<file path="src/sv/oets_pkg.sv">
// Shared types for the odd-even transposition sorter.
// Command and status bundles between controller and cell row; no dependencies.
package oets_pkg;

   localparam int REQ_BITS = 32;

   typedef struct packed {
      logic load;
      logic pass;
      logic parity;
      logic shift;
   } oets_cmd_type;

   typedef struct packed {
      logic swapped;
   } oets_sts_type;

endpackage

</file>
<file path="src/sv/oets_ctrl.sv">
// Controller: load, sort-pass and emit sequencing, element count and swap flags.
// Depends on oets_pkg for the command and status bundles.
module oets_ctrl import oets_pkg::*; #(
   parameter int MAX_ITEMS = 64,
   parameter int CNT_W     = $clog2(MAX_ITEMS + 1)
) (
   input  logic             clock,
   input  logic             reset,
   input  logic             req_valid,
   input  logic             req_is_last,
   output logic             req_stall,
   output logic             rsp_valid,
   input  logic             rsp_stall,
   output logic             rsp_is_final,
   output oets_cmd_type     cmd,
   input  oets_sts_type     sts,
   output logic [CNT_W-1:0] count
);

   localparam logic [1:0] S_LOAD = 2'd0;
   localparam logic [1:0] S_SORT = 2'd1;
   localparam logic [1:0] S_EMIT = 2'd2;

   logic [1:0]       state_ff, state_in;
   logic [CNT_W-1:0] count_ff, count_in;
   logic             parity_ff, parity_in;
   logic             prior_ff, prior_in;
   logic             accept;
   logic             take;

   assign req_stall    = (state_ff != S_LOAD);
   assign accept       = req_valid && !req_stall;
   assign rsp_valid    = (state_ff == S_EMIT);
   assign take         = rsp_valid && !rsp_stall;
   assign rsp_is_final = (count_ff == CNT_W'(1));
   assign count        = count_ff;

   assign cmd.load   = accept;
   assign cmd.pass   = (state_ff == S_SORT);
   assign cmd.parity = parity_ff;
   assign cmd.shift  = take;

   always_comb begin
      state_in  = state_ff;
      count_in  = count_ff;
      parity_in = parity_ff;
      prior_in  = prior_ff;
      case (state_ff)
         S_LOAD: begin
            if (accept) begin
               count_in = count_ff + CNT_W'(1);
               if (req_is_last || (count_in == CNT_W'(MAX_ITEMS))) begin
                  state_in = S_SORT;
               end
            end
         end
         S_SORT: begin
            if (!sts.swapped && !prior_ff) begin
               state_in = S_EMIT;
            end else begin
               prior_in  = sts.swapped;
               parity_in = !parity_ff;
            end
         end
         S_EMIT: begin
            if (take) begin
               count_in = count_ff - CNT_W'(1);
               if (rsp_is_final) begin
                  state_in  = S_LOAD;
                  parity_in = 1'b0;
                  prior_in  = 1'b1;
               end
            end
         end
         default: begin
            state_in  = S_LOAD;
            count_in  = '0;
            parity_in = 1'b0;
            prior_in  = 1'b1;
         end
      endcase
   end

   always_ff @(posedge clock) begin
      if (reset) begin
         state_ff  <= S_LOAD;
         count_ff  <= '0;
         parity_ff <= 1'b0;
         prior_ff  <= 1'b1;
      end else begin
         state_ff  <= state_in;
         count_ff  <= count_in;
         parity_ff <= parity_in;
         prior_ff  <= prior_in;
      end
   end

   a_emit_nonempty: assert property (@(posedge clock) disable iff (reset)
      rsp_valid |-> (count_ff != '0))
      else $error("emitting with empty list");

   a_load_room: assert property (@(posedge clock) disable iff (reset)
      (state_ff == S_LOAD) |-> (count_ff < CNT_W'(MAX_ITEMS)))
      else $error("store overflow while loading");

   a_sort_done: assert property (@(posedge clock) disable iff (reset)
      (state_ff == S_SORT && state_in == S_EMIT) |-> (!sts.swapped && !prior_ff))
      else $error("sort ended before two clean passes");

   a_last_sorts: assert property (@(posedge clock) disable iff (reset)
      (accept && req_is_last) |=> (state_ff == S_SORT))
      else $error("closing request did not start the sort");

endmodule

</file>
<file path="config.mk">
export PLATFORM = sky130hd
export DESIGN_NAME = oets_ctrl
export DESIGN_NICKNAME = d
export VERILOG_FILES = /design/src/sv/oets_pkg.sv /design/src/sv/oets_ctrl.sv
export SDC_FILE = /design/constraint.sdc
export NUM_CORES = 1
export LEC_CHECK = 0
export ABC_AREA = 1
export BUFFER_PORTS_ARGS = -buffer_cell sky130_fd_sc_hd__buf_2
export CORE_MARGIN = 8
export CORE_UTILIZATION = 45
export CTS_BUF_LIST = sky130_fd_sc_hd__clkbuf_8
export CTS_CLUSTER_DIAMETER = 100
export CTS_CLUSTER_SIZE = 20
export DETAILED_ROUTE_END_ITERATION = 6
export PLACE_DENSITY = 0.65
export SYNTH_ARGS = -nofsm -noshare
export SYNTH_HDL_FRONTEND = slang
export SYNTH_SLANG_ARGS = --single-unit
</file>
<file path="constraint.sdc">
create_clock -name clock -period 2.7 [get_ports clock]
set_input_delay 0.27 -clock clock [delete_from_list [all_inputs] [get_ports clock]]
set_output_delay 0.27 -clock clock [all_outputs]
set_load 0.02 [all_outputs]
</file>
==> impl_metrics.json, run 1 <==
{
  "hold_class": "primary input to register",
  "fin_worst_skew_ns": 0.00317,
  "drt_wl_total_um": 2160,
  "setup_tns_ns": 0,
  "drc": 0,
  "worstReg2RegStart": "count[0]",
  "path_class": "register to output port",
  "path_clk_slew_ns": 0.05,
  "ys_types": 26,
  "crit_fanout": 7,
  "yosysWarnings": 0,
  "max_slew.worst_pin.slew_ns": 0.353,
  "cp-startpoint": "state_ff[0]",
  "overflow": 0,
  "port_buffers": 19,
  "first_pass_iters": 5,
  "clockBufferDepth": 2,
  "core.rowCount": 16,
  "fmax_mhz": 640,
  "io_pins": 20,
  "final_cells": 186,
  "die_area_um2": 3690,
  "ys_ff_latch": 11,
  "numCtsBuffers": 3,
  "ant_nets": 0,
  "slew_violations": 0,
  "maxCapViolCount": 0,
  "worstPathRequired_ns": 2.43,
  "fin_nets": 169,
  "core_area_um2": 1920,
  "synth_xor_area_frac": 0,
  "end_kind": "output port",
  "ctsHoldBuffers": 0,
  "post-route-period-util": 0.579,
  "cts_sinks": 11,
  "antennaDiodeCount": 0,
  "syn_nets": 149,
  "grt_pass1_wl_um": 3750,
  "relSlewSlack": 0.764,
  "grt_max_degree": 10,
  "clock_latency_ns": 0.24,
  "seq_area_frac_synth": 0.245,
  "layout-drive-gt1-share": 0.277,
  "peakVddDrop_uv": 365,
  "finalHoldViolations": 0,
  "cp.arrival_ns": 1.29,
  "rsz0062_at_grt": "no",
  "synth_cells": 140,
  "post_cts_resized": 0,
  "hold_path.startpoint": "reset",
  "drt_iter0_markers": 22,
  "die_w_um": 60.7,
  "die_h_um": 60.7,
  "power.density_nw_per_um2": 822,
  "initial_utilization": 0.468,
  "synth_compound_area_frac": 0.189,
  "post_drt_wl_per_cell_um": 11.6,
  "cts_tree": "yes",
  "p_leak_nw": 0.560,
  "start_kind": "register",
  "grt_pass1_vias": 857,
  "status": "complete, no violations",
  "synth_fa_ha_area_frac": 0.0417,
  "place_inst": 182,
  "syn2layout_area_growth_pct": 16.0,
  "synth_mux_area_frac": 0,
  "min_period_ns": 1.56,
  "synth-simple-area-share": 0.378,
  "antenna_found_initial": 0,
  "vias": 935,
  "cts_root_buffer": "clkbuf_8",
  "gp_congestion": 0.956,
  "hpwl_um": 1750,
  "finalSetupViolCount": 0,
  "cts_max_level": 1,
  "cts_setup_buffers": 0,
  "viasPerCell": 5.03,
  "syn-mean-instance-area_um2": 6.43,
  "grtUsageTotal": 0.134,
  "syn_area_um2": 900,
  "synth_top_family_by_area": "simple AND/OR/NAND/NOR gates"
}
## cells in the mapped netlist (all sizes together)
cell type | instances | share of area
dfxtp | 11 | 0.24
a211oi | 1 | 0.014
inv | 25 | 0.11
nand2 | 36 | 0.18
a21oi | 10 | 0.068
o31ai | 1 | 0.0083
ha | 3 | 0.042
o21ai | 12 | 0.067
nand4 | 2 | 0.014
nor2 | 18 | 0.11
or2 | 1 | 0.0070
o21bai | 1 | 0.0083
buf | 4 | 0.033
o211ai | 2 | 0.017
nand3 | 12 | 0.072
a31oi | 1 | 0.0070
## worst paths after layout
kind,end,slack [ns],cells after the start
worst max register to register,count[4],1.23,10
worst min-delay path,parity_ff,0.26,2
worst min register to register,parity_ff,0.47,2
worst max-delay path,cmd[3],1.14,4
## worst max-delay path, cell delays in order, from the launching register on
cell and delay, ns:
dfxtp_1 0.35, nor2_2 0.30, inv_2 0.12, nor2_1 0.10, buf_2 0.17
## cells in the final DEF (no fill, tap or decap), types with 2 or more instances in the layout
master,Yosys,final
o21ai_0,7,7
nand3_1,11,11
clkbuf_8,0,3
o211ai_1,2,2
nand2_4,2,2
nor2_1,13,13
nand4_1,2,2
nand2_2,3,3
dfxtp_1,11,11
buf_2,0,19
inv_1,19,20
a21oi_1,7,7
nor2_2,3,3
nand2_1,31,31
o21ai_1,5,5
a21oi_2,3,3
inv_2,5,5
ha_1,3,3
## stage by stage
stage	instance area [um^2]	power, mW	util	setup slack [ns]	hold WS [ns]
after floorplan	900	0.593	-	1.20	0.339
after global placement	998	0.691	0.520	1.27	0.453
after detailed placement	998	0.694	0.520	1.24	0.469
after CTS	1040	0.859	0.543	1.13	0.266
after global routing	1040	0.931	0.543	0.974	0.276
final	1040	0.858	0.543	1.14	0.264
## flip-flops by register name (all words and copies together), names as in the netlist
name       cells
count          7
state_ff       2
parity_ff      1
prior_ff       1
## kinds of logic (layout without fill, tap and decap cells)
kind of cell / count (synthesis) / count (layout)
AO/OA/AOI/OAI: 28 / 28
flip-flops: 11 / 11
adder cells (fa/ha/maj): 3 / 3
buffers and inverters: 29 / 48
AND/OR/NAND/NOR: 69 / 69
## report_power, final
part	leakage [nW]	internal [mW]	switching, mW
sequential	0.0904	0.198	0.0468
clock	0.0269	0.100	0.0650
combinational	0.443	0.146	0.302
## final cells by class
type                    instances  area [um^2]
clock buffers                   3         41.3
clock inverters                 1         3.75
fillers                       205          878
inverters                      25          101
multi-input cells             100          548
flip-flops and latches         11          220
well taps                      27         33.8
repair buffers                 19         95.1
## routing by layer
metal,wire length [um],up-vias,GRT usage,part of all wire
li1,-,484,-,-
met1,1120,423,0.175,0.52
met2,883,23,0.198,0.41
met3,123,5,0.0360,0.057
met4,32,0,0.0598,0.015
met5,0,-,0,0
(Power assumes the default switching activity.)
==> inputs of run 2 (changes only) <==
--- a/config.mk
+++ b/config.mk
@@ -13,7 +13,7 @@
 export CTS_CLUSTER_DIAMETER = 100
 export CTS_CLUSTER_SIZE = 20
 export DETAILED_ROUTE_END_ITERATION = 6
-export PLACE_DENSITY = 0.65
+export PLACE_DENSITY = 0.68
 export SYNTH_ARGS = -nofsm -noshare
 export SYNTH_HDL_FRONTEND = slang
 export SYNTH_SLANG_ARGS = --single-unit
==> constraint.sdc (replaced) <==
create_clock -name clock -period 1.3 [get_ports clock]
set_input_delay 0.13 -clock clock [delete_from_list [all_inputs] [get_ports clock]]
set_output_delay 0.13 -clock clock [all_outputs]
set_load 0.02 [all_outputs]
==> run 2 against run 1 <==
  * Via count rose by 12%
  * Combinational power rose to 3.1 times the previous value
  * Sequential power rose by 120%
  * Clock skew rose by 0.0018 ns
  * Worst setup slack got worse by 1.1 ns
  * Core utilization rose by 15 points
  * Routed wire length rose by 24%
  * Sequential share of layout area fell by 3.3 points
  * Die area did not move
  * Worst hold slack got worse by 0.15 ns
  * Register-to-register slack got worse by 1.2 ns
  * Critical path depth rose by 2
  * Critical path type unchanged
  * Largest power group unchanged
==> impl_metrics.json, run 2 (same netlist as run 1, synthesis figures left out) <==
{
  "grt_pass1_vias": 905,
  "core.rowCount": 16,
  "min_period_ns": 1.30,
  "overflow": 0,
  "total_power_mw": 2.26,
  "drt_wl_total_um": 2660,
  "fillCellCount": 179,
  "regArea_um2": 236,
  "busiest_layer": "met2",
  "p_leak_nw": 0.666,
  "first_pass_iters": 4,
  "vias": 1044,
  "place_ws_ns": -0.0212,
  "status": "complete, no violations",
  "fmax_mhz": 772,
  "die_area_um2": 3690,
  "grtUsageTotal": 0.143,
  "numCtsBuffers": 3,
  "finalWorstSetupSlack_ns": 0.00463,
  "cts_root_buffer": "clkbuf_8",
  "grt_use_met3": 0.0169,
  "start_kind": "register",
  "post_drt_wl_per_cell_um": 13.1,
  "postLayoutCellArea_um2": 1330,
  "die_w_um": 60.7,
  "path_clk_slew_ns": 0.06,
  "grtUsageMet1": 0.187,
  "io_pins": 20,
  "clock_latency_ns": 0.24,
  "hpwl_um": 1950,
  "antenna_found_initial": 0,
  "die_h_um": 60.7,
  "crit_fanout": 3,
  "max_slew.worst_pin.slew_ns": 0.247,
  "grt_pass1_wl_um": 3930,
  "multiInputGateArea_um2": 668,
  "cts_max_level": 1,
  "hold_class": "primary input to register",
  "end_kind": "output port",
  "viasPerCell": 5.14,
  "finalSetupViolCount": 0,
  "drt_iter0_markers": 39,
  "grt_max_degree": 9,
  "port_buffers": 19,
  "finalHoldViolations": 0,
  "relSlewSlack": 0.835,
  "antennaDiodeCount": 0,
  "power.density_nw_per_um2": 1700,
  "syn2layout_area_growth_pct": 47.6,
  "drc": 0,
  "peakVddDrop_uv": 1060,
  "path_class": "register to output port",
  "mostFrequentLayoutCells": "nand2_1, buf_2, buf_4",
  "initial_utilization": 0.468,
  "post_dp_cell_area_um2": 1100,
  "maxCapViolCount": 0,
  "cp.arrival_ns": 1.17,
  "layout-drive-gt1-share": 0.517,
  "grtUsageMet2": 0.211,
  "fin_worst_skew_ns": 0.00501,
  "post-route-period-util": 0.996,
  "rsz0062_at_grt": "yes",
  "layout_commonest_cell": "nand2_1",
  "gp_congestion": 0.911,
  "clockBufferDepth": 2,
  "ant_nets": 0,
  "cts_tree": "yes",
  "core_area_um2": 1920,
  "fin_nets": 186,
  "worstPathRequired_ns": 1.17,
  "slew_violations": 0,
  "largest_reg_flops": 7,
  "cts_sinks": 11
}
[run 2: final cells by class]
| class | instances | area share |
|---|---|---|
| clock buffers | 3 | 0.0311 |
| clock inverters | 1 | 0.00283 |
| inverters | 25 | 0.0820 |
| multi-input cells | 100 | 0.503 |
| flip-flops and latches | 11 | 0.178 |
| well taps | 27 | 0.0254 |
| repair buffers | 36 | 0.177 |
[run 2: worst paths after layout]
path | startpoint | endpoint | slack, ns | depth (start not counted)
worst max-delay path | count[1] | rsp_is_final | 0.005 | 6
worst min-delay path | reset | count[0] | 0.12 | 2
worst max register to register | count[1] | count[4] | 0.03 | 10
worst min register to register | prior_ff | prior_ff | 0.47 | 2
[run 2: critical path, cell delays in order, from the launching register on]
cell	delay, ns
dfxtp_4	0.38
inv_4	0.05
buf_6	0.12
ha_4	0.15
nand3_4	0.06
inv_2	0.04
buf_6	0.12
[run 2: routing by layer]
metal / vias to the layer above / routed length [um]
li1: 518 / -
met1: 480 / 1180
met2: 39 / 1270
met3: 7 / 141
met4: 0 / 68
met5: - / 0
[run 2: what timing repair did]
action                     CTS  global route
gates resized for setup      7            40
pin swaps                    1            13
setup endpoints to repair    3            14
setup buffers                1             4
hold buffers                 0             0
[run 2: metrics by stage]
step,setup TNS (ns),hold WS [ns],utilization,cells
2_1_floorplan,0,0.194,-,140
4_1_cts,-0.0482,0.120,0.605,199
3_5_place_dp,-0.0212,0.373,0.570,194
3_3_place_gp,-0.000312,0.372,0.570,194
6_report,0,0.116,0.691,203
5_1_grt,-0.176,0.118,0.691,203
[run 2: power breakdown]
| part | switching [mW] | internal, mW | total, mW |
|---|---|---|---|
| registers | 0.109 | 0.431 | 0.540 |
| clock network | 0.146 | 0.209 | 0.355 |
| logic | 0.810 | 0.557 | 1.37 |
| total | 1.06 | 1.20 | 2.26 |
